`src/rtl/rhc_pkg.sv`:
```
// Package for the RGB to HSV converter.
// Holds the field widths, the sector codes, the word that moves down the
// divider chain and the hue scaling constants. No dependencies.
package rhc_pkg;

	// Channel and result widths.
	localparam int CH_W   = 8;
	localparam int HUE_W  = 15;
	localparam int SAT_W  = 16;
	localparam int IN_W   = 32;
	localparam int OUT_W  = 48;

	// Width of the partial remainders and shifted divisors in the chain.
	localparam int REM_W  = 24;

	// One cell resolves one quotient bit, so the chain is as long as the quotient.
	localparam int QUO_W  = SAT_W;
	localparam int NUM_CELLS = QUO_W;

	// Hue magnitude never exceeds one sector, which fits in twelve bits.
	localparam int MAG_W  = 12;

	// Hue scale: 60 degrees is 3840 units of 1/64 degree, a full turn 23040.
	localparam logic [HUE_W-1:0] UNITS_PER_SECTOR = 15'd3840;
	localparam logic [HUE_W-1:0] UNITS_PER_TURN   = 15'd23040;
	localparam logic [HUE_W-1:0] BASE_GREEN       = 15'd7680;
	localparam logic [HUE_W-1:0] BASE_BLUE        = 15'd15360;

	// Sector codes, chosen by which channel is largest.
	localparam logic [1:0] SECTOR_RED   = 2'd0;
	localparam logic [1:0] SECTOR_GREEN = 2'd1;
	localparam logic [1:0] SECTOR_BLUE  = 2'd2;

	// Word handed from cell to cell.
	typedef struct packed {
		logic [REM_W-1:0] sat_rem;
		logic [REM_W-1:0] sat_div;
		logic [QUO_W-1:0] sat_quo;
		logic [REM_W-1:0] hue_rem;
		logic [REM_W-1:0] hue_div;
		logic [QUO_W-1:0] hue_quo;
		logic [CH_W-1:0]  value;
		logic [CH_W-1:0]  opacity;
		logic [1:0]       sector;
		logic             neg;
		logic             grey;
	} cell_word_t;

endpackage

```
`src/rtl/rhc_back.sv`:
```
// Back stage of the RGB to HSV converter: builds the hue from sector and
// quotient, masks grey pixels and holds the output word.
// Depends on rhc_pkg.
module rhc_back import rhc_pkg::*; (
	input  logic             clk,
	input  logic             arst_n,
	input  logic             in_valid,
	output logic             in_ready,
	input  cell_word_t       in_word,
	output logic             out_valid,
	input  logic             out_ready,
	output logic [OUT_W-1:0] out_data
);

	logic [HUE_W-1:0] base, mag, hue;
	logic [SAT_W-1:0] sat;
	logic             valid_q;
	logic [OUT_W-1:0] data_q;

	// Sector base in hue units.
	always_comb begin
		case (in_word.sector)
			SECTOR_RED:   base = '0;
			SECTOR_GREEN: base = BASE_GREEN;
			SECTOR_BLUE:  base = BASE_BLUE;
			default:      base = '0;
		endcase
	end

	// Hue: base plus or minus the magnitude, a negative result wraps a turn.
	always_comb begin
		mag = {{(HUE_W-MAG_W){1'b0}}, in_word.hue_quo[MAG_W-1:0]};
		if (in_word.grey) begin
			hue = '0;
		end else if (!in_word.neg) begin
			hue = base + mag;
		end else if (base == '0 && mag != '0) begin
			hue = UNITS_PER_TURN - mag;
		end else begin
			hue = base - mag;
		end
		sat = in_word.grey ? '0 : in_word.sat_quo;
	end

	assign in_ready = !valid_q || out_ready;

	// Output valid.
	always_ff @(posedge clk or negedge arst_n) begin
		if (!arst_n) begin
			valid_q <= 1'b0;
		end else if (in_ready) begin
			valid_q <= in_valid;
		end
	end

	// Output word.
	always_ff @(posedge clk) begin
		if (in_ready && in_valid) begin
			data_q <= {1'b0, in_word.opacity, in_word.value, sat, hue};
		end
	end

	assign out_valid = valid_q;
	assign out_data  = data_q;

endmodule

```
`config.mk`:
```
export PLATFORM = sky130hd
export DESIGN_NAME = rhc_back
export DESIGN_NICKNAME = d
export VERILOG_FILES = /design/src/rtl/rhc_pkg.sv /design/src/rtl/rhc_back.sv
export SDC_FILE = /design/constraint.sdc
export NUM_CORES = 1
export LEC_CHECK = 0
export BUFFER_PORTS_ARGS = -buffer_cell sky130_fd_sc_hd__buf_2
export CAP_MARGIN = 20
export CORE_MARGIN = 4
export CORE_UTILIZATION = 38
export DETAILED_ROUTE_END_ITERATION = 7
export GPL_TIMING_DRIVEN = 0
export PLACE_DENSITY_LB_ADDON = 0.2
export SLEW_MARGIN = 10
export SYNTH_ARGS = -nofsm -noshare
export SYNTH_HDL_FRONTEND = slang
export SYNTH_SLANG_ARGS = --single-unit
```
`constraint.sdc`:
```
create_clock -name clk -period 2.6 [get_ports clk]
set_input_delay 0.26 -clock clk [delete_from_list [all_inputs] [get_ports clk]]
set_output_delay 0.26 -clock clk [all_outputs]
set_load 0.01 [all_outputs]
```
==> metrics.cfg <==
[place]
dp.cells=360
gp_congestion=0.824
post_dp_cell_area_um2=2990
port-buffer-count=100
place_ws_ps=-90.9
hpwl_um=4750

[synthesis]
synth_xor_area_share_pct=5.16
synth_top_family_by_area=simple AND/OR/NAND/NOR gates
ys_seq_elements=48
ys_top_cells_by_area=edfxtp_1, ha_1, nor2b_1
synth_cell_types=42
synth_common_cells=edfxtp_1, nor2b_1, inv_1, nor2_1
synth_top_area_share_pct=59.4
synth_ff_type=edfxtp_1
muxShareOfSynthArea_pct=0.421
syn_inst=184
yosysMostFrequentCell=edfxtp_1
synth_fa_ha_area_share_pct=5.58
synthSimpleGateAreaFrac_pct=16.6
synth_edf_count=47
synth_compound_area_share_pct=8.43
synth_top_cell_by_area=edfxtp_1
syn_area_per_cell_um2=12.9
syn_nets=346
synthesis.area_um2=2380
ys_warn_count=0
async_flop_share_pct=2.08
ys_seq_area_share_pct=60.5

[clock_network]
clk_pin_slew_ps=90
cts_setup_buffers=0
clockBufferDepth=2
cts_tree=built
cts_made_buffers=5
clockRootBuffer=clkbuf_8
clock_latency_ps=300
cts.sinks=48
htree_levels=2
hold_buffers=1
post_cts_resized=0

[worst_setup_path]
r2r-end=out_data[2]$_SDFFCE_PP0P_
path_class=in2reg
required_ps=2650
crit_fanout=9
worstPathArrival_ps=2440
critPathTopFamily=adder cells
crit_path_cell_trace=buf_2 -> inv_1 -> ha_1 -> inv_1 -> ha_1 -> nor4b_1 -> nand4_1 -> and2_1 -> xnor2_1 -> a221o_1
end_kind=flop
r2r_cells=3
crit_start=in_word[2]
reg2reg_slack_ps=1150
crit_slowest_cell=ha_1
crit_end=out_data[11]$_SDFFCE_PP0P_
cp_slowest_stage_delay_ps=430
r2r-start=out_valid$_DFFE_PN0N_
path_buf_inv=3
startpoint_type=input port
cp_num_cells=10

[final_layout]
insertedDiodeCount=0
regArea_um2=1440
layout-area-overhead-vs-synth_pct=30.3
final_area_um2=3100
multi_input_area_um2=865
nets=455
final.fill_count=547
fin_cells=369
drive_gt1_share_pct=40.5

[grt]
grt_max_degree=34
grt_pass1_vias=1677
grt_overflow_total=0
antenna_found_initial=0
grt.total_usage_pct=14.9
grt_pass1_wl_um=8420

[routing]
post-route-drc-count=0
vias=1802
first_pass_iters=4
postRouteWirelength_um=5840
wl_per_cell_um=15.8
ant_nets=0
routed_via_density=4.88
drt-initial-drc-count=103

[pwr]
leakage_nw=1.31
ir_drop_mv=0.292
power_density_nw_per_um2=543
power_mw=1.68

[floorplan]
io_pins=202
die_width_um=87.1
start_util_pct=39.7
die_area_um2=7580
fp-row-count=28
die_h_um=87.1
core-area_um2=5990

[sta]
hold_viol_final=0
drv_slew=0
holdWs_ps=135
max_clock_freq_mhz=419
final-setup-viol-count=0
period_share_pct=91.9
clock_skew_ps=12.2
rsz0062_at_grt=no
period_minus_slack_ps=2390
setup_ws_ps=212

[run]
maxCapViolCount=0

[worst_hold_path]
hold_class=in2reg

[status]
status=complete, no violations

metal layers:
metal	share of wire (%)	vias up	global-route usage, %
met2	51	73	26.5
met1	37	832	16.3
met3	8.2	14	3.69
li1	-	883	-
met4	3.3	0	7.65
met5	0	-	0
final cells by class:
cell class,count,area share [%]
plain buffers,6,0.889
clock buffers,7,2.79
flip-flops and latches,48,46.4
well taps,75,3.03
clock inverters,1,0.243
repair buffers,102,17.1
multi-input cells,117,27.9
inverters,13,1.58
state kept, by name (all words and copies together), names as in the netlist:
name	cells
out_data	47
out_valid	1
through the flow:
stage	util, %	TNS [ps]
2_1_floorplan	-	0
3_3_place_gp	49.6	-126
3_5_place_dp	49.9	-90.9
4_1_cts	51.7	0
5_1_grt	51.7	0
6_report	51.7	0
report_power, final:
part / switching (mW) / internal [mW] / leakage (nW)
combinational: 0.175 / 0.135 / 0.800
sequential: 0.0113 / 0.908 / 0.468
clock: 0.234 / 0.216 / 0.0445
total: 0.421 / 1.26 / 1.31
worst min path at each step:
| stage | start | endpoint | slack, ps | depth (start not counted) |
|---|---|---|---|---|
| 6_report | in_word[18] | out_data[37]$_DFFE_PP_ | 140 | 1 |
| 5_1_grt | in_word[6] | out_data[41]$_DFFE_PP_ | 120 | 1 |
| 4_1_cts | in_word[13] | out_data[32]$_DFFE_PP_ | 130 | 1 |
| 3_5_place_dp | arst_n | out_valid$_DFFE_PN0N_ | 40 | 1 |
| 3_3_place_gp | arst_n | out_valid$_DFFE_PN0N_ | 40 | 1 |
| 2_1_floorplan | arst_n | out_valid$_DFFE_PN0N_ | -40 | 0 |
placed cells by master (no fill, tap or decap), drive strengths merged, types with 2 or more instances in the layout:
cell    Yosys  final
buf         3    104
edfxtp     47     47
nor2b      17     17
inv        13     13
nor2       13     13
clkbuf      3     10
xnor2       9      9
ha          9      9
a21oi       8      8
nand2       6      6
nor3        6      6
o21ai       5      5
xor2        5      5
nand2b      4      4
nand3       4      4
a31oi       3      3
and2        3      3
a41oi       3      3
nor4b       2      2
a221o       2      2
o31ai       2      2
or3         2      2
cell families (layout without fill, tap and decap cells):
kind of cell / Yosys count / in the layout
buffers and inverters: 19 / 129
xor gates and xnor gates: 14 / 14
AOI/OAI and AO/OA: 27 / 27
other: 1 / 1
muxes: 1 / 1
adders and majority gates: 10 / 10
and+or+nand+nor: 64 / 64
DFF: 48 / 48
(Power assumes the default switching activity.)
