File: config.mk
export PLATFORM = sky130hd
export DESIGN_NAME = rhc_front
export DESIGN_NICKNAME = d
export VERILOG_FILES = /design/src/rtl/rhc_pkg.sv /design/src/rtl/rhc_front.sv
export SDC_FILE = /design/constraint.sdc
export NUM_CORES = 1
export LEC_CHECK = 0
export BUFFER_PORTS_ARGS = -buffer_cell sky130_fd_sc_hd__buf_2
export CAP_MARGIN = 20
export CORE_MARGIN = 2
export CORE_UTILIZATION = 40
export CTS_BUF_LIST = sky130_fd_sc_hd__clkbuf_4
export DETAILED_ROUTE_END_ITERATION = 16
export HOLD_SLACK_MARGIN = 0.06
export SLEW_MARGIN = 20
export SYNTH_ARGS = -nofsm -noshare
export SYNTH_HDL_FRONTEND = slang
export SYNTH_SLANG_ARGS = --single-unit
File: constraint.sdc
create_clock -name clk -period 5.2 [get_ports clk]
set_input_delay 0.26 -clock clk [delete_from_list [all_inputs] [get_ports clk]]
set_output_delay 0.26 -clock clk [all_outputs]
set_load 0.03 [all_outputs]
File: src/rtl/rhc_pkg.sv
// Package for the RGB to HSV converter.
// Holds the field widths, the sector codes, the word that moves down the
// divider chain and the hue scaling constants. No dependencies.
package rhc_pkg;

	// Channel and result widths.
	localparam int CH_W   = 8;
	localparam int HUE_W  = 15;
	localparam int SAT_W  = 16;
	localparam int IN_W   = 32;
	localparam int OUT_W  = 48;

	// Width of the partial remainders and shifted divisors in the chain.
	localparam int REM_W  = 24;

	// One cell resolves one quotient bit, so the chain is as long as the quotient.
	localparam int QUO_W  = SAT_W;
	localparam int NUM_CELLS = QUO_W;

	// Hue magnitude never exceeds one sector, which fits in twelve bits.
	localparam int MAG_W  = 12;

	// Hue scale: 60 degrees is 3840 units of 1/64 degree, a full turn 23040.
	localparam logic [HUE_W-1:0] UNITS_PER_SECTOR = 15'd3840;
	localparam logic [HUE_W-1:0] UNITS_PER_TURN   = 15'd23040;
	localparam logic [HUE_W-1:0] BASE_GREEN       = 15'd7680;
	localparam logic [HUE_W-1:0] BASE_BLUE        = 15'd15360;

	// Sector codes, chosen by which channel is largest.
	localparam logic [1:0] SECTOR_RED   = 2'd0;
	localparam logic [1:0] SECTOR_GREEN = 2'd1;
	localparam logic [1:0] SECTOR_BLUE  = 2'd2;

	// Word handed from cell to cell.
	typedef struct packed {
		logic [REM_W-1:0] sat_rem;
		logic [REM_W-1:0] sat_div;
		logic [QUO_W-1:0] sat_quo;
		logic [REM_W-1:0] hue_rem;
		logic [REM_W-1:0] hue_div;
		logic [QUO_W-1:0] hue_quo;
		logic [CH_W-1:0]  value;
		logic [CH_W-1:0]  opacity;
		logic [1:0]       sector;
		logic             neg;
		logic             grey;
	} cell_word_t;

endpackage

File: src/rtl/rhc_front.sv
// Front stage of the RGB to HSV converter: max, min, delta, sector choice
// and the two dividends and divisors that start the divider chain.
// Depends on rhc_pkg.
module rhc_front import rhc_pkg::*; (
	input  logic             clk,
	input  logic             arst_n,
	input  logic             in_valid,
	output logic             in_ready,
	input  logic [IN_W-1:0]  in_data,
	output logic             out_valid,
	input  logic             out_ready,
	output cell_word_t       out_word
);

	logic [CH_W-1:0] red, green, blue, alpha;
	logic [CH_W-1:0] hi, lo, delta, plus, minus, diff;
	logic [1:0]      sector;
	logic            valid_q;
	cell_word_t      word_d;
	cell_word_t      word_s1;

	assign red   = in_data[7:0];
	assign green = in_data[15:8];
	assign blue  = in_data[23:16];
	assign alpha = in_data[31:24];

	// Largest and smallest channel.
	always_comb begin
		hi = (red > green) ? red : green;
		if (blue > hi) begin
			hi = blue;
		end
		lo = (red < green) ? red : green;
		if (blue < lo) begin
			lo = blue;
		end
		delta = hi - lo;
	end

	// Sector with red, then green, then blue winning ties.
	always_comb begin
		if (red == hi) begin
			sector = SECTOR_RED;
			plus   = green;
			minus  = blue;
		end else if (green == hi) begin
			sector = SECTOR_GREEN;
			plus   = blue;
			minus  = red;
		end else begin
			sector = SECTOR_BLUE;
			plus   = red;
			minus  = green;
		end
		diff = (plus >= minus) ? (plus - minus) : (minus - plus);
	end

	// Dividends are delta*65535 and diff*3840; divisors start shifted up by
	// one less than the quotient width.
	always_comb begin
		word_d.sat_rem = {delta, 16'b0} - {16'b0, delta};
		word_d.sat_div = {1'b0, hi, {(QUO_W-1){1'b0}}};
		word_d.sat_quo = '0;
		word_d.hue_rem = {4'b0, ({diff, 12'b0} - {4'b0, diff, 8'b0})};
		word_d.hue_div = {1'b0, delta, {(QUO_W-1){1'b0}}};
		word_d.hue_quo = '0;
		word_d.value   = hi;
		word_d.opacity = alpha;
		word_d.sector  = sector;
		word_d.neg     = (plus < minus);
		word_d.grey    = (delta == '0);
	end

	assign in_ready = !valid_q || out_ready;

	// Stage valid.
	always_ff @(posedge clk or negedge arst_n) begin
		if (!arst_n) begin
			valid_q <= 1'b0;
		end else if (in_ready) begin
			valid_q <= in_valid;
		end
	end

	// Stage payload.
	always_ff @(posedge clk) begin
		if (in_ready && in_valid) begin
			word_s1 <= word_d;
		end
	end

	assign out_valid = valid_q;
	assign out_word  = word_s1;

endmodule

==> results.yml, run 1 <==
pwr:
  p_clk_frac: 0.076
  p_per_area_mw_per_mm2: 512
  power_mw: 4.93
  p_int_mw: 2.82
  combPwrFrac: 0.749
  peakVddDrop_mv: 0.295
  power_leakage_nw: 4.20
  seqPwrFrac: 0.175
  sw_frac_of_total: 0.428
  p_sw_mw: 2.11
placed_design:
  post-dp-hpwl_mm: 13.6
  gp_congestion: 0.906
  dp.cells: 1077
  portBuffers: 109
sta:
  fin_skew_ns: 0.0104
  fmax_mhz: 160
  worst_pin_slew_ns: 0.756
  slew_viol_final: 0
  fin_crit_sh: 1.20
  rsz0062_at_grt: "true"
  final.min_clock_period_ns: 6.26
  slew_headroom: 0.496
  hold_viol_final: 0
  setup_viol: 19
  setup_ws_ns: -1.06
setup_path:
  reg2reg_depth: 3
  crit_top_cell: "ha_4"
  worstSetupPathType: "in -> reg"
  crit_fanout: 5
  cp-start-kind: "primary input"
  required_ns: 5.37
  crit_path_top_delay_cell: "fa_2"
  critical_path_arrival_ns: 6.43
  cp_slowest_stage_delay_ns: 0.39
  endpoint_kind: "register"
floorplanning:
  die_h_um: 128
  dieArea_mm2: 0.0164
  start_util: 0.407
  core_area_mm2: 0.0151
  die_w_um: 128
  io_pins: 186
  std_cell_rows: 45
logic_synthesis:
  synth-main-ff-cell: "edfxtp_1"
  async_flop_share: 0.0159
  ys_seq_area_frac: 0.306
  yosysWarnings: 0
  syn-instance-count: 648
  synth-edff-count: 62
  synth_seq_cells: 63
  yosysUniqueCellTypes: 70
  avgSynthCellArea_um2: 9.51
  netlist_area_mm2: 0.00616
detailed_routing:
  drtPass1Iterations: 7
  drt-initial-drc-count: 307
  vias_per_cell: 4.94
  route.detailed.drc: 0
  routed_wl_mm: 18.0
  ant_nets: 0
  vias: 5725
  wl_per_cell_um: 15.5
layout:
  nets: 1054
  layout-drive-gt1-share: 0.548
  final_cells: 1158
  multi_input_area_mm2: 0.00464
  area_growth_pct: 56.0
  fillerInstances: 1227
  final_util: 0.635
  register_area_mm2: 0.00189
hold_path:
  hold_path_class: "in -> async"
clock_network:
  cts_htree_levels: 3
  cts_sinks: 63
  clockBufferDepth: 2
  clkTransAtPathRegs_ns: 0.11
  cts_tree: "done"
  cts-buffers-inserted: 9
  cts-root-buf: "clkbuf_4"
  insertion_delay_ns: 0.41
global_route:
  overflow: 0
  track_usage: 0.217
  grt_pass1_vias: 5661
  grt_start_max_net_pins: 63
  grt_antenna_before_repair: 1
  grt_pass1_wl_mm: 28.2
outcome:
  violations: "setup timing"
  status: "finished, violations left"
flow_run:
  cap_violations: 0
[through the flow]
stage	setup WS [ns]	TNS [ns]	cell area [µm²]	hold WS [ns]
floorplan	-1.52	-12.24	6800	-0.0356
global placement	-1.72	-24.35	8010	0.0397
detailed placement	-1.88	-28.37	8010	0.0411
CTS	-0.934	-7.58	9330	0.128
global route	-1.32	-14.67	9610	0.130
finish	-1.06	-9.11	9610	0.161
[final timing paths]
path	start	to	slack (ns)
worst max-delay path	in_data[9]	out_word[76]	-1.06
worst min-delay path	arst_n	out_valid	0.16
worst max register to register	out_valid	out_word[54]	3.55
worst min register to register	out_valid	out_valid	0.58
max in group asynchronous	arst_n	out_valid	4.95
min in group clk	out_ready	out_valid	0.19
[final cells by class]
type	count	share of cell area
Multi-Input combinational cell	515	0.483
Timing Repair Buffer	340	0.264
Sequential cell	63	0.196
Tap cell	188	0.0245
Inverter	35	0.0155
Clock inverter	6	0.00885
Clock buffer	10	0.00781
Antenna cell	1	0.000260
[flip-flops by register name, indices dropped and copies added (netlist names)]
signal,cells
out_word,62
out_valid,1
[cell usage in the layout (no fill, tap or decap), types with 7 or more instances in the layout]
master         synthesis  final
conb_1                 1     76
ha_1                  51     27
nand3_1               13      7
ha_4                   0     21
nor3_1                11      8
mux2i_1               26     13
xor2_1                13     13
mux2i_4                0      8
nand2_1               31     24
nor2_1                38     30
inv_1                 35     24
o21ai_2                2      7
clkbuf_4               0     10
buf_6                  4     31
a21oi_2                1     19
mux2_4                 0     10
nand4_1                8      8
nand2b_1               9      7
dlygate4sd3_1          0     10
a21oi_1               50     29
edfxtp_1              62     62
o21ai_0               18     11
buf_4                 91    192
buf_2                  6     99
xnor2_1               33     25
mux2_2                22     15
xnor2_2                0      8
[logic make-up (layout without fill, tap and decap cells)]
| group | after synthesis | count (layout) | share of synthesized area |
|---|---|---|---|
| AND/OR/NAND/NOR | 148 | 149 | 0.123 |
| adder cells (fa/ha/maj) | 54 | 54 | 0.113 |
| flip-flops | 63 | 63 | 0.306 |
| buffers and inverters | 146 | 391 | 0.151 |
| multiplexers | 55 | 55 | 0.0957 |
| XOR/XNOR | 46 | 46 | 0.0654 |
| AO/OA/AOI/OAI | 135 | 135 | 0.145 |
| other | 1 | 77 | 0.000609 |
[cells in the mapped netlist, drive strengths merged (4+ instances only)]
cell type	instances	area [µm²]
ha	51	638
clkbuf	9	33.8
a21oi	51	259
o21a	5	37.5
xnor2	33	289
and2	9	58.8
o211ai	6	45.0
o22ai	4	31.3
a21o	6	45.0
nor3	12	71.3
nand3	13	65.1
buf	102	762
mux2i	27	274
xor2	13	114
o21bai	4	30.0
a31oi	6	37.5
nand4	8	50.1
nor2b	8	50.1
o31ai	5	51.3
inv	35	131
nor2	38	143
o21ai	26	138
and3	4	25.0
nand2	32	123
mux2	28	315
edfxtp	62	1860
nand2b	9	56.3
[layer usage]
metal  global-route usage  share of wire  up-vias  wire length, µm
met5                    0              0        -                0
met4               0.0705          0.015        0              268
met3               0.0326          0.050       18              896
met2                0.384           0.49      192             8850
met1                0.270           0.44     2721             7960
li1                     -              -     2794                -
[power groups by stage]
stage | combinational (mW) | sequential (mW) | clock (mW)
2_1_floorplan | 1.79 | 1.17 | 0
3_3_place_gp | 3.06 | 0.874 | 0
3_5_place_dp | 3.10 | 0.877 | 0
4_1_cts | 3.51 | 0.865 | 0.387
5_1_grt | 3.98 | 0.879 | 0.409
6_report | 3.69 | 0.861 | 0.376
[worst max-delay path, delay by kind of cell]
family | cells | cell delay, ns
AOI/OAI and AO/OA | 12 | 1.97
adders and majority gates | 5 | 1.30
and+or+nand+nor | 9 | 1.38
xor gates and xnor gates | 2 | 0.31
buffers and inverters | 7 | 0.81
muxes | 2 | 0.37
[what timing repair did]
item | in CTS | in global routing
hold buffers | 10 | 0
resized for setup | 142 | 51
gates cloned | 3 | 0
endpoints found under the setup margin | 23 | 31
buffers inserted | 44 | 10
pin swaps | 78 | 51
hold endpoints to repair | 10 | 0
(Power assumes the default switching activity.)
==> run 2: changes to the inputs <==
REMOVE_ABC_BUFFERS = 1   (was not set)
==> run 2 against run 1 <==
Compared with the run above: the run still ends with setup timing left; via count increased by 5.8%; combinational power increased by 10%; design area increased by 0.16%; die area unchanged; critical path depth increased by 3; critical path type unchanged.
==> results.yml, run 2 (synthesized netlist as in run 1, its figures left out) <==
outcome:
  status: "finished, violations left"
  violations: "setup timing"
floorplanning:
  core_area_mm2: 0.0151
  start_util: 0.407
  dieArea_mm2: 0.0164
  die_w_um: 128
  io_pins: 186
  std_cell_rows: 45
  die_h_um: 128
global_route:
  grt_pass1_wl_mm: 27.7
  grt_antenna_before_repair: 1
  grt_pass1_vias: 5620
  grt_start_max_net_pins: 63
  track_usage: 0.213
  overflow: 0
placed_design:
  gp_congestion: 0.976
  place_ws_ns: -2.09
  portBuffers: 109
  post-dp-hpwl_mm: 13.1
clock_network:
  cts_htree_levels: 3
  clkTransAtPathRegs_ns: 0.11
  cts-root-buf: "clkbuf_4"
  cts_sinks: 63
  cts_tree: "done"
  cts-buffers-inserted: 9
  insertion_delay_ns: 0.40
  clockBufferDepth: 2
sta:
  hold_viol_final: 0
  setup_ws_ns: -1.30
  hold_slack_ns: 0.151
  finalSetupTns_ns: -11.60
  setup_viol: 11
  rsz0062_at_grt: "true"
  slew_viol_final: 0
  final.min_clock_period_ns: 6.50
  fin_skew_ns: 0.0110
  worst_pin_slew_ns: 0.770
  slew_headroom: 0.486
  fin_crit_sh: 1.25
  fmax_mhz: 154
setup_path:
  rrSetupSlack_ns: 3.56
  worstSetupPathType: "in -> reg"
  cp-start-kind: "primary input"
  worst-path-stages: 40
  crit_top_cell: "buf_4"
  reg2reg_to: "out_word[128]"
  r2r-start: "out_valid"
  critical_path_arrival_ns: 6.67
  endpoint_kind: "register"
  crit_path_top_delay_cell: "o31ai_1"
  reg2reg_depth: 3
  path_buf_inv: 19
  cp_slowest_stage_delay_ns: 0.35
  cp_top_family: "compound AO/OA/AOI/OAI gates"
  required_ns: 5.36
  crit_fanout: 7
detailed_routing:
  drtPass1Iterations: 5
  wl_per_cell_um: 16.4
  routed_wl_mm: 19.4
  vias: 6056
  drt-initial-drc-count: 355
  vias_per_cell: 5.10
  route.detailed.drc: 0
  ant_nets: 0
pwr:
  peakVddDrop_mv: 0.299
  p_per_area_mw_per_mm2: 546
  power_leakage_nw: 4.31
layout:
  register_area_mm2: 0.00189
  most-common-layout-cells: "buf_4 (218), buf_2 (108), conb_1 (76)"
  layout-drive-gt1-share: 0.547
  final_common_cell: "buf_4"
  nets: 1083
  area_growth_pct: 56.3
  final_util: 0.636
  fillerInstances: 1200
  multi_input_area_mm2: 0.00456
  largest_reg_flops: 62
flow_run:
  cap_violations: 0
hold_path:
  hold_path_class: "in -> async"
[run 2: cell count changes in the layout (fill, tap and decap cells not counted), moves of 5 or more]
cell,previous run,this run
buf_2,99,108
mux2i_1,13,20
a21oi_1,29,35
ha_4,21,16
mux2_4,10,5
ha_1,27,35
a21oi_2,19,14
mux2_2,15,20
buf_4,192,218
[run 2: how the worst max path moves through the flow]
stage,from,to,slack (ns)
2_1_floorplan,in_data[9],out_word[76],-2.66
3_3_place_gp,in_data[13],out_word[79],-1.91
3_5_place_dp,in_data[9],out_word[76],-2.09
4_1_cts,in_data[9],out_word[76],-1.12
5_1_grt,in_data[9],out_word[78],-1.50
6_report,in_data[9],out_word[76],-1.30
[run 2: metrics by stage]
stage	total power, mW	instances	cell area, µm²
floorplan	2.63	612	5650
global placement	3.79	1081	7730
detailed placement	3.84	1081	7730
CTS	4.59	1148	8790
global route	5.58	1187	9630
finish	5.26	1187	9630
[run 2: per-layer routing]
layer	vias to the layer above	track usage	routed length, µm
li1	2861	-	-
met1	2860	0.265	8090
met2	278	0.375	9610
met3	57	0.0309	1180
met4	0	0.0750	544
met5	-	0	0
[run 2: layout make-up]
type	instances	area share
antenna	1	0.000260
clock buffer	9	0.00702
clock inverter	7	0.00754
inverter	35	0.0144
multi-input combinational	516	0.474
sequential	63	0.196
tap	188	0.0244
timing repair buffer	368	0.277
[run 2: power by group]
| part | leakage, nW | switching [mW] | internal, mW |
|---|---|---|---|
| Sequential | 0.585 | 0.0359 | 0.830 |
| Combinational | 3.65 | 2.07 | 2.00 |
| Clock | 0.0723 | 0.180 | 0.147 |
| Total | 4.31 | 2.28 | 2.98 |
[run 2: what timing repair did]
item / in CTS / in global routing
hold buffers: 10 / 0
setup endpoints to repair: 27 / 32
pin swaps: 45 / 79
setup buffers: 41 / 38
cloned: 2 / 1
endpoints found under the hold margin: 10 / 0
gates resized for setup: 103 / 121
