===== config.mk =====
export PLATFORM = sky130hd
export DESIGN_NAME = rhc_div_cell
export DESIGN_NICKNAME = d
export VERILOG_FILES = /design/src/rtl/rhc_pkg.sv /design/src/rtl/rhc_div_cell.sv
export SDC_FILE = /design/constraint.sdc
export NUM_CORES = 1
export LEC_CHECK = 0
export ABC_AREA = 1
export ABC_CLOCK_PERIOD_IN_PS = 25100
export BUFFER_PORTS_ARGS = -buffer_cell sky130_fd_sc_hd__buf_2
export CORE_UTILIZATION = 30
export DETAILED_ROUTE_END_ITERATION = 12
export GPL_ROUTABILITY_DRIVEN = 0
export PLACE_DENSITY = 0.55
export SETUP_SLACK_MARGIN = 0.02
export SYNTH_ARGS = -nofsm -noshare
export SYNTH_HDL_FRONTEND = slang
export SYNTH_SLANG_ARGS = --single-unit

===== constraint.sdc =====
create_clock -name clk -period 25.1 [get_ports clk]
set_input_delay 0 -clock clk [delete_from_list [all_inputs] [get_ports clk]]
set_output_delay 0 -clock clk [all_outputs]
set_load 0.01 [all_outputs]

===== src/rtl/rhc_pkg.sv =====
// Package for the RGB to HSV converter.
// Holds the field widths, the sector codes, the word that moves down the
// divider chain and the hue scaling constants. No dependencies.
package rhc_pkg;

	// Channel and result widths.
	localparam int CH_W   = 8;
	localparam int HUE_W  = 15;
	localparam int SAT_W  = 16;
	localparam int IN_W   = 32;
	localparam int OUT_W  = 48;

	// Width of the partial remainders and shifted divisors in the chain.
	localparam int REM_W  = 24;

	// One cell resolves one quotient bit, so the chain is as long as the quotient.
	localparam int QUO_W  = SAT_W;
	localparam int NUM_CELLS = QUO_W;

	// Hue magnitude never exceeds one sector, which fits in twelve bits.
	localparam int MAG_W  = 12;

	// Hue scale: 60 degrees is 3840 units of 1/64 degree, a full turn 23040.
	localparam logic [HUE_W-1:0] UNITS_PER_SECTOR = 15'd3840;
	localparam logic [HUE_W-1:0] UNITS_PER_TURN   = 15'd23040;
	localparam logic [HUE_W-1:0] BASE_GREEN       = 15'd7680;
	localparam logic [HUE_W-1:0] BASE_BLUE        = 15'd15360;

	// Sector codes, chosen by which channel is largest.
	localparam logic [1:0] SECTOR_RED   = 2'd0;
	localparam logic [1:0] SECTOR_GREEN = 2'd1;
	localparam logic [1:0] SECTOR_BLUE  = 2'd2;

	// Word handed from cell to cell.
	typedef struct packed {
		logic [REM_W-1:0] sat_rem;
		logic [REM_W-1:0] sat_div;
		logic [QUO_W-1:0] sat_quo;
		logic [REM_W-1:0] hue_rem;
		logic [REM_W-1:0] hue_div;
		logic [QUO_W-1:0] hue_quo;
		logic [CH_W-1:0]  value;
		logic [CH_W-1:0]  opacity;
		logic [1:0]       sector;
		logic             neg;
		logic             grey;
	} cell_word_t;

endpackage


===== src/rtl/rhc_div_cell.sv =====
// One cell of the divider chain: resolves one quotient bit of the saturation
// and of the hue division, then hands the word to the next cell.
// Depends on rhc_pkg.
module rhc_div_cell import rhc_pkg::*; (
	input  logic       clk,
	input  logic       arst_n,
	input  logic       in_valid,
	output logic       in_ready,
	input  cell_word_t in_word,
	output logic       out_valid,
	input  logic       out_ready,
	output cell_word_t out_word
);

	logic       sat_ge, hue_ge;
	logic       valid_q;
	cell_word_t word_d;
	cell_word_t word_q;

	// Restoring step: subtract the shifted divisor where it fits.
	always_comb begin
		word_d  = in_word;
		sat_ge  = in_word.sat_rem >= in_word.sat_div;
		hue_ge  = in_word.hue_rem >= in_word.hue_div;
		word_d.sat_rem = sat_ge ? (in_word.sat_rem - in_word.sat_div) : in_word.sat_rem;
		word_d.hue_rem = hue_ge ? (in_word.hue_rem - in_word.hue_div) : in_word.hue_rem;
		word_d.sat_div = in_word.sat_div >> 1;
		word_d.hue_div = in_word.hue_div >> 1;
		word_d.sat_quo = {in_word.sat_quo[QUO_W-2:0], sat_ge};
		word_d.hue_quo = {in_word.hue_quo[QUO_W-2:0], hue_ge};
	end

	assign in_ready = !valid_q || out_ready;

	// Cell valid.
	always_ff @(posedge clk or negedge arst_n) begin
		if (!arst_n) begin
			valid_q <= 1'b0;
		end else if (in_ready) begin
			valid_q <= in_valid;
		end
	end

	// Cell payload.
	always_ff @(posedge clk) begin
		if (in_ready && in_valid) begin
			word_q <= word_d;
		end
	end

	assign out_valid = valid_q;
	assign out_word  = word_q;

endmodule


==> metrics.txt, run 1 <==
# TYPE chip_impl_metric gauge
chip_impl_info{name="outcome",value="completed"} 1
chip_impl_metric{name="required",unit="ns"} 25.26
chip_impl_metric{name="syn-mean-instance-area",unit="µm²"} 8.06
chip_impl_metric{name="cts_sinks",unit=""} 147
chip_impl_metric{name="drc_errors",unit=""} 0
chip_impl_info{name="cts_tree",value="yes"} 1
chip_impl_metric{name="fill_cells",unit=""} 2973
chip_impl_metric{name="vias",unit=""} 8483
chip_impl_metric{name="hold_path_depth",unit=""} 5
chip_impl_metric{name="critical_path_peak_fanout",unit=""} 39
chip_impl_metric{name="fin_crit_period",unit="ns"} 3.16
chip_impl_metric{name="grt_usage",unit="%"} 17.2
chip_impl_metric{name="asyncSetResetFlopFracSynth",unit="%"} 0.680
chip_impl_metric{name="sequentialPowerShare",unit="%"} 42.1
chip_impl_metric{name="globalRouteOverflowTotal",unit=""} 0
chip_impl_metric{name="fin_skew",unit="ns"} 0.00793
chip_impl_info{name="grt_setup_unrepaired",value="no"} 1
chip_impl_metric{name="postSynthRegisterBits",unit=""} 147
chip_impl_metric{name="drt_total_wl",unit="µm"} 26300
chip_impl_metric{name="p_sw",unit="W"} 0.000206
chip_impl_metric{name="final_period_util",unit="%"} 12.6
chip_impl_metric{name="clock.fmax",unit="MHz"} 317
chip_impl_metric{name="leakagePower",unit="nW"} 6.67
chip_impl_metric{name="grt_pass1_wl",unit="µm"} 41700
chip_impl_metric{name="synthesis.instances",unit=""} 1125
chip_impl_metric{name="initialDrtViolationCount",unit=""} 383
chip_impl_metric{name="netlist_area",unit="µm²"} 9060
chip_impl_metric{name="firstDrtPassIters",unit=""} 5
chip_impl_metric{name="avgRoutedWirePerCell",unit="µm"} 13.3
chip_impl_metric{name="tightestPinTransition",unit="ns"} 1.12
chip_impl_info{name="worst_hold_launch",value="in_word[100]"} 1
chip_impl_metric{name="fp.dieH",unit="µm"} 176
chip_impl_metric{name="report.final.setup_viol",unit=""} 0
chip_impl_metric{name="fin_setup_tns",unit="ns"} 0
chip_impl_info{name="worst_r2r_startpoint",value="out_valid"} 1
chip_impl_info{name="worst_hold_path_type",value="in2reg"} 1
chip_impl_metric{name="insertion_delay",unit="ns"} 0.42
chip_impl_metric{name="die_w",unit="µm"} 176
chip_impl_metric{name="worst_r2r_path_depth",unit=""} 2
chip_impl_metric{name="area.growth.synth_to_final",unit="%"} 43.0
chip_impl_metric{name="grt_antenna_before_repair",unit=""} 0
chip_impl_metric{name="part_of_the_total_power_dissipated_in_the_clock_network",unit="%"} 33.5
chip_impl_metric{name="core_area",unit="µm²"} 29700
chip_impl_metric{name="fp-row-count",unit=""} 63
chip_impl_info{name="timing.critical_path.to_type",value="register"} 1
chip_impl_metric{name="hold_viol",unit=""} 0
chip_impl_info{name="synthFlopType",value="edfxtp_1"} 1
chip_impl_metric{name="yosys_warnings",unit=""} 0
chip_impl_info{name="clock_tree.root_cell",value="clkbuf_16"} 1
chip_impl_metric{name="place_inst",unit=""} 1799
chip_impl_metric{name="synthDistinctLibCells",unit=""} 30
chip_impl_metric{name="max_cap_violations",unit=""} 0
chip_impl_metric{name="layout-drive-gt1-share",unit="%"} 22.1
chip_impl_info{name="timing.hold.worst_endpoint",value="out_word[124]"} 1
chip_impl_metric{name="final_cells",unit=""} 1979
chip_impl_metric{name="layout.nets",unit=""} 1778
chip_impl_info{name="cp_launch_type",value="input pin"} 1
chip_impl_metric{name="fp.dieArea",unit="µm²"} 30900
chip_impl_metric{name="grt_max_degree",unit=""} 75
chip_impl_info{name="path_class",value="in2reg"} 1
chip_impl_metric{name="postRouteAntennaNets",unit=""} 0
chip_impl_metric{name="worst_slew_margin_rel",unit="%"} 24.9
chip_impl_metric{name="diodes",unit=""} 0
chip_impl_info{name="timing.rr.end",value="out_word[81]"} 1
chip_impl_metric{name="max-clock-path-buffers",unit=""} 2
chip_impl_metric{name="peakVddDrop",unit="mV"} 0.0349
chip_impl_metric{name="floorplan.initialDensity",unit="%"} 30.5
chip_impl_metric{name="ys_seq_area_share",unit="%"} 48.7
chip_impl_metric{name="floorplan.io_pins",unit=""} 302
chip_impl_metric{name="power.share.switching",unit="%"} 29.1
chip_impl_metric{name="post_cts_buffers",unit=""} 0
chip_impl_metric{name="h-tree-depth",unit=""} 4
chip_impl_metric{name="cts_made_buffers",unit=""} 17
chip_impl_metric{name="cp.arrival",unit="ns"} 3.32
chip_impl_metric{name="report.final.slew_viol_count",unit=""} 0
chip_impl_metric{name="grt_pass1_vias",unit=""} 8584
chip_impl_metric{name="number_of_enable_type_register_cells_in_the_synthesized_netlist",unit=""} 146
chip_impl_metric{name="intPower",unit="W"} 0.000500
chip_impl_metric{name="total_power",unit="W"} 0.000706
chip_impl_metric{name="placement.io_buffers",unit=""} 297
chip_impl_metric{name="avgViaCountPerCell",unit=""} 4.29
chip_impl_metric{name="power.share.combinational",unit="%"} 24.4
chip_impl_metric{name="setup.reg_to_reg.worst_slack",unit="ns"} 23.32
chip_impl_metric{name="cts_repair_resize_count",unit=""} 0
chip_impl_metric{name="power_density",unit="nW/µm²"} 54.4
chip_impl_metric{name="clkTransAtPathRegs",unit="ns"} 0.06
chip_impl_metric{name="place.detailed.hpwl",unit="µm"} 19900
## flip-flops by register name, summed over array words and instances, names as in the netlist
register   count
out_valid      1
out_word     146
## layer usage
layer	up-vias	part of all wire [%]	GRT usage, %
met5	-	0	0
met4	0	2.1	5.29
met3	34	4.6	3.85
met2	229	52	31.9
met1	3786	42	19.4
li1	4434	-	-
## kinds of logic (layout without fill, tap and decap cells)
family | after synthesis | after routing | synth area share, %
AND/OR/NAND/NOR | 588 | 588 | 27.9
buffers and inverters | 272 | 735 | 11.9
flip-flops | 147 | 147 | 48.7
adder cells (fa/ha/maj) | 50 | 50 | 7.07
AO/OA/AOI/OAI | 49 | 49 | 2.71
XOR/XNOR | 18 | 18 | 1.74
other | 1 | 2 | 0.0414
## worst max-delay path by stage
stage | to | from | slack, ns
after global routing | out_word[145] | in_word[124] | 21.63
after CTS | out_word[145] | in_word[107] | 21.89
after detailed placement | out_word[145] | in_word[107] | 21.99
final | out_word[145] | in_word[131] | 21.94
after floorplan | out_word[0] | out_valid | 16.92
after global placement | out_word[145] | in_word[107] | 21.99
## cell type report
type | count | area (µm²) | area share [%]
clock inverter | 9 | 83.8 | 0.647
inverter | 256 | 961 | 7.41
tap | 390 | 488 | 3.77
clock buffer | 23 | 448 | 3.46
sequential | 147 | 4410 | 34.0
timing repair buffer | 447 | 2980 | 23.0
multi-input combinational | 707 | 3590 | 27.7
## worst max-delay path: stages
cell and delay (ns):
dlygate4sd3_1 0.56, buf_2 0.14, ha_1 0.33, nand2_1 0.15, inv_1 0.05, nand2_1 0.06, nand2_1 0.06, inv_1 0.06
nand2_2 0.10, nand2_1 0.39, nand4_2 0.91, nand3_1 0.40, nand2_1 0.10
## through the flow
step / instance area [µm²] / hold slack (ns) / util (%) / setup slack, ns
after floorplan: 9070 / -0.296 / - / 16.92
after global placement: 10900 / -0.219 / 36.8 / 21.99
after detailed placement: 10900 / -0.224 / 36.8 / 21.99
after CTS: 13000 / 0.108 / 43.6 / 21.89
after global routing: 13000 / 0.165 / 43.6 / 21.63
final: 13000 / 0.138 / 43.6 / 21.94
## cell usage after synthesis (8+ instances only)
cell type	number	area, µm²
nand3_1	54	270
inv_1	256	961
xor2_1	16	140
o21ai_0	9	45.0
ha_1	48	601
nand2_1	398	1490
nand3b_1	8	60.1
edfxtp_1	146	4380
nor2_1	61	229
o21ai_1	18	90.1
nand3_2	9	90.1
a21oi_1	22	110
nand4_1	35	219
## power by group through the flow
stage          clock (W)  sequential (W)  combinational [W]
2_1_floorplan          0        0.000316          0.0000915
6_report        0.000236        0.000297           0.000172
5_1_grt         0.000253        0.000299           0.000194
4_1_cts         0.000245        0.000297           0.000173
3_3_place_gp           0        0.000302           0.000153
3_5_place_dp           0        0.000302           0.000154
## timing repair
item | in CTS | in global routing
endpoints found under the setup margin | 0 | 0
hold endpoints to repair | 146 | 0
hold buffers | 148 | 0
## placed cells by master (no fill, tap or decap), types with 3 or more instances in the layout
cell           count
a21oi_1           21
buf_2            297
clkbuf_1           6
clkbuf_16         17
clkinv_2           4
clkinv_4           3
dlygate4sd3_1    148
edfxtp_1         146
ha_1              48
inv_1            256
nand2_1          398
nand2_2            7
nand3_1           54
nand3_2            9
nand3b_1           8
nand4_1           35
nor2_1            61
nor2_2             3
nor3_1             3
o21ai_0            9
o21ai_1           18
xor2_1            16
(Power assumes the default switching activity.)
==> run 2, diff against run 1 <==
--- a/config.mk
+++ b/config.mk
@@ -5,13 +5,13 @@
 export SDC_FILE = /design/constraint.sdc
 export NUM_CORES = 1
 export LEC_CHECK = 0
-export ABC_AREA = 1
-export ABC_CLOCK_PERIOD_IN_PS = 25100
+export ABC_AREA = 0
+export ABC_CLOCK_PERIOD_IN_PS = 3270
 export BUFFER_PORTS_ARGS = -buffer_cell sky130_fd_sc_hd__buf_2
 export CORE_UTILIZATION = 30
 export DETAILED_ROUTE_END_ITERATION = 12
 export GPL_ROUTABILITY_DRIVEN = 0
-export PLACE_DENSITY = 0.55
+export PLACE_DENSITY = 0.56
 export SETUP_SLACK_MARGIN = 0.02
 export SYNTH_ARGS = -nofsm -noshare
 export SYNTH_HDL_FRONTEND = slang
==> constraint.sdc (replaced) <==
create_clock -name clk -period 3.27 [get_ports clk]
set_input_delay 0 -clock clk [delete_from_list [all_inputs] [get_ports clk]]
set_output_delay 0 -clock clk [all_outputs]
set_load 0.01 [all_outputs]
==> run 2 against run 1 <==
Against the previous run: hold slack lost 0.11 ns; via count is 17% lower; sequential power increased to 7.7 times the previous value; critical path type unchanged; sequential cell count did not move; global-route usage fell by 1.2 points; critical endpoint is now out_word[82]; power grew to 7.9 times the previous value; critical path depth did not move; clock skew increased by 0.010 ns; first-iteration DRC count fell by 1.3%; setup slack worse by 22 ns.
==> metrics.txt, run 2 <==
# TYPE chip_impl_metric gauge
chip_impl_metric{name="ys_seq_area_share",unit="%"} 55.3
chip_impl_metric{name="avgViaCountPerCell",unit=""} 4.68
chip_impl_metric{name="cp.arrival",unit="ns"} 3.12
chip_impl_metric{name="grt_antenna_before_repair",unit=""} 0
chip_impl_metric{name="max_cap_violations",unit=""} 0
chip_impl_metric{name="part_of_the_total_power_dissipated_in_the_clock_network",unit="%"} 36.4
chip_impl_metric{name="worst_slew_margin_rel",unit="%"} 60.7
chip_impl_info{name="cts_tree",value="yes"} 1
chip_impl_info{name="post_synth_main_area_contributors",value="edfxtp_1 (55%), ha_1 (7.5%), o21ai_0 (3.9%), nand2_1 (3.5%), inv_1 (2.9%)"} 1
chip_impl_metric{name="synthDistinctLibCells",unit=""} 69
chip_impl_metric{name="avgRoutedWirePerCell",unit="µm"} 15.1
chip_impl_metric{name="total_power",unit="W"} 0.00555
chip_impl_metric{name="number_of_enable_type_register_cells_in_the_synthesized_netlist",unit=""} 146
chip_impl_metric{name="postSynthRegisterBits",unit=""} 147
chip_impl_metric{name="report.final.setup_viol",unit=""} 0
chip_impl_info{name="path_class",value="in2reg"} 1
chip_impl_metric{name="max-clock-path-buffers",unit=""} 2
chip_impl_metric{name="vias",unit=""} 7002
chip_impl_info{name="timing.critical_path.to_type",value="register"} 1
chip_impl_metric{name="fin_skew",unit="ns"} 0.0183
chip_impl_metric{name="tightestPinTransition",unit="ns"} 0.590
chip_impl_metric{name="required",unit="ns"} 3.44
chip_impl_info{name="layout_commonest_cell",value="buf_2"} 1
chip_impl_metric{name="syn-mean-instance-area",unit="µm²"} 11.3
chip_impl_metric{name="drt_total_wl",unit="µm"} 22600
chip_impl_metric{name="grt_pass1_wl",unit="µm"} 33700
chip_impl_metric{name="drc_errors",unit=""} 0
chip_impl_metric{name="postRouteAntennaNets",unit=""} 0
chip_impl_metric{name="asyncSetResetFlopFracSynth",unit="%"} 0.680
chip_impl_metric{name="fill_cells",unit=""} 2447
chip_impl_metric{name="layout-drive-gt1-share",unit="%"} 30.7
chip_impl_metric{name="grt_usage",unit="%"} 16.0
chip_impl_info{name="startpoint",value="in_word[49]"} 1
chip_impl_metric{name="insertion_delay",unit="ns"} 0.43
chip_impl_info{name="most-common-layout-cells",value="buf_2 (297), dlygate4sd3_1 (147), edfxtp_1 (146), nand2_1 (74)"} 1
chip_impl_info{name="worst_setup_path_endpoint",value="out_word[82]"} 1
chip_impl_info{name="clock_tree.root_cell",value="clkbuf_16"} 1
chip_impl_metric{name="power.share.combinational",unit="%"} 22.5
chip_impl_metric{name="critical_path_peak_fanout",unit=""} 27
chip_impl_metric{name="core_area",unit="µm²"} 26100
chip_impl_metric{name="peakVddDrop",unit="mV"} 0.316
chip_impl_metric{name="fp.dieH",unit="µm"} 165
chip_impl_metric{name="place.detailed.hpwl",unit="µm"} 16300
chip_impl_metric{name="diodes",unit=""} 0
chip_impl_metric{name="final_period_util",unit="%"} 90.5
chip_impl_metric{name="layout.nets",unit=""} 1351
chip_impl_metric{name="area.growth.synth_to_final",unit="%"} 49.0
chip_impl_info{name="cell_with_the_most_instances_after_synthesis",value="edfxtp_1"} 1
chip_impl_metric{name="firstDrtPassIters",unit=""} 5
chip_impl_metric{name="fin_setup_tns",unit="ns"} 0
chip_impl_metric{name="floorplan.io_pins",unit=""} 302
chip_impl_metric{name="h-tree-depth",unit=""} 4
chip_impl_metric{name="clock.fmax",unit="MHz"} 338
chip_impl_metric{name="fp-row-count",unit=""} 59
chip_impl_metric{name="report.final.slew_viol_count",unit=""} 0
chip_impl_metric{name="die_w",unit="µm"} 165
chip_impl_info{name="outcome",value="completed"} 1
chip_impl_info{name="grt_setup_unrepaired",value="no"} 1
chip_impl_info{name="cp_launch_type",value="input pin"} 1
chip_impl_metric{name="hold_viol",unit=""} 0
chip_impl_info{name="worst_hold_path_type",value="in2reg"} 1
chip_impl_metric{name="clkTransAtPathRegs",unit="ns"} 0.07
chip_impl_metric{name="sequentialPowerShare",unit="%"} 41.1
chip_impl_metric{name="intPower",unit="W"} 0.00386
chip_impl_metric{name="fin_crit_period",unit="ns"} 2.96
chip_impl_metric{name="synthesis.instances",unit=""} 708
chip_impl_metric{name="leakagePower",unit="nW"} 5.24
chip_impl_metric{name="placement.io_buffers",unit=""} 297
chip_impl_metric{name="yosys_warnings",unit=""} 0
chip_impl_info{name="synth_area_leader",value="edfxtp_1"} 1
chip_impl_metric{name="flip_flop_count_of_the_largest_register_all_copies_and_words_added",unit=""} 146
chip_impl_metric{name="cts_made_buffers",unit=""} 17
chip_impl_metric{name="grt_max_degree",unit=""} 104
chip_impl_metric{name="floorplan.initialDensity",unit="%"} 30.6
chip_impl_metric{name="final_cells",unit=""} 1497
chip_impl_metric{name="power_density",unit="nW/µm²"} 466
chip_impl_info{name="timing.rr.end",value="out_word[39]"} 1
chip_impl_metric{name="initialDrtViolationCount",unit=""} 378
chip_impl_metric{name="p_sw",unit="W"} 0.00169
chip_impl_metric{name="cts_sinks",unit=""} 147
chip_impl_info{name="netlist_top_cells_count",value="edfxtp_1 (146), nand2_1 (74), inv_1 (62), o21ai_0 (62), ha_1 (48)"} 1
chip_impl_metric{name="place_inst",unit=""} 1318
chip_impl_metric{name="post_cts_buffers",unit=""} 0
chip_impl_info{name="synthFlopType",value="edfxtp_1"} 1
chip_impl_metric{name="netlist_area",unit="µm²"} 7980
chip_impl_metric{name="worst_r2r_path_depth",unit=""} 3
chip_impl_info{name="worst_r2r_startpoint",value="out_valid"} 1
chip_impl_metric{name="fp.dieArea",unit="µm²"} 27300
chip_impl_metric{name="power.share.switching",unit="%"} 30.4
chip_impl_metric{name="grt_pass1_vias",unit=""} 6798
chip_impl_metric{name="netlist.area_leader.share",unit="%"} 54.9
chip_impl_metric{name="globalRouteOverflowTotal",unit=""} 0
chip_impl_metric{name="setup.reg_to_reg.worst_slack",unit="ns"} 1.71
==> run 2: through the flow <==
step / util, % / area [µm²] / worst slack (ns) / hold WS [ns]
2_1_floorplan: - / 7990 / 0.430 / -0.296
3_3_place_gp: 37.6 / 9810 / 0.478 / -0.222
3_5_place_dp: 37.6 / 9810 / 0.424 / -0.223
4_1_cts: 45.6 / 11900 / 0.334 / 0.00431
5_1_grt: 45.6 / 11900 / 0.126 / 0.0508
6_report: 45.6 / 11900 / 0.311 / 0.0326
==> run 2: kinds of logic after synthesis <==
| kind of cell | count (synthesis) | share of synthesized area [%] |
|---|---|---|
| compound gates | 211 | 17.6 |
| xor+xnor | 28 | 3.07 |
| fa+ha+maj | 50 | 8.03 |
| buf+inv | 93 | 5.02 |
| flops | 147 | 55.3 |
| mux | 4 | 0.517 |
| other cells | 1 | 0.0470 |
| simple gates | 174 | 10.4 |
==> run 2: worst max-delay path: stages <==
cell and delay [ns]:
dlygate4sd3_1 0.55, buf_2 0.12, inv_1 0.04, ha_1 0.38, a21o_1 0.28, a31o_1 0.25
a21o_1 0.19, or3_4 0.38, o21ai_4 0.46, buf_12 0.24, inv_4 0.06, nor2_1 0.13
a311oi_2 0.05
==> run 2: worst min-delay path by stage <==
stage / startpoint / end / slack, ns / depth (start not counted)
final: in_word[82] / out_word[82] / 0.03 / 3
after global routing: in_word[100] / out_word[124] / 0.05 / 3
after CTS: in_word[82] / out_word[82] / 0.004 / 3
after detailed placement: arst_n / out_valid / -0.22 / 1
after global placement: arst_n / out_valid / -0.22 / 1
after floorplan: arst_n / out_valid / -0.30 / 0
==> run 2: cell type report <==
| class | count | area (µm²) | area share (%) |
|---|---|---|---|
| clock inverter | 15 | 188 | 1.58 |
| tap | 335 | 419 | 3.52 |
| inverter | 64 | 243 | 2.04 |
| timing repair buffer | 450 | 3030 | 25.5 |
| multi-input combinational | 469 | 3180 | 26.7 |
| sequential | 147 | 4410 | 37.1 |
| clock buffer | 17 | 425 | 3.58 |
==> run 2: power groups by stage <==
| stage | registers [W] | logic [W] | clock network, W |
|---|---|---|---|
| 2_1_floorplan | 0.00240 | 0.000639 | 0 |
| 3_3_place_gp | 0.00232 | 0.00110 | 0 |
| 3_5_place_dp | 0.00232 | 0.00111 | 0 |
| 4_1_cts | 0.00228 | 0.00125 | 0.00208 |
| 5_1_grt | 0.00229 | 0.00138 | 0.00213 |
| 6_report | 0.00228 | 0.00125 | 0.00202 |
==> run 2: layer usage <==
layer / up-vias / wire length [µm] / track usage, %
li1: 3518 / - / -
met4: 0 / 361 / 4.67
met3: 29 / 1430 / 4.17
met5: - / 0 / 0
met2: 230 / 11100 / 27.6
met1: 3225 / 9790 / 19.5
==> run 2: what timing repair did <==
item,in CTS,in global routing
resized for setup,0,0
hold buffers,147,0
endpoints found under the hold margin,146,0
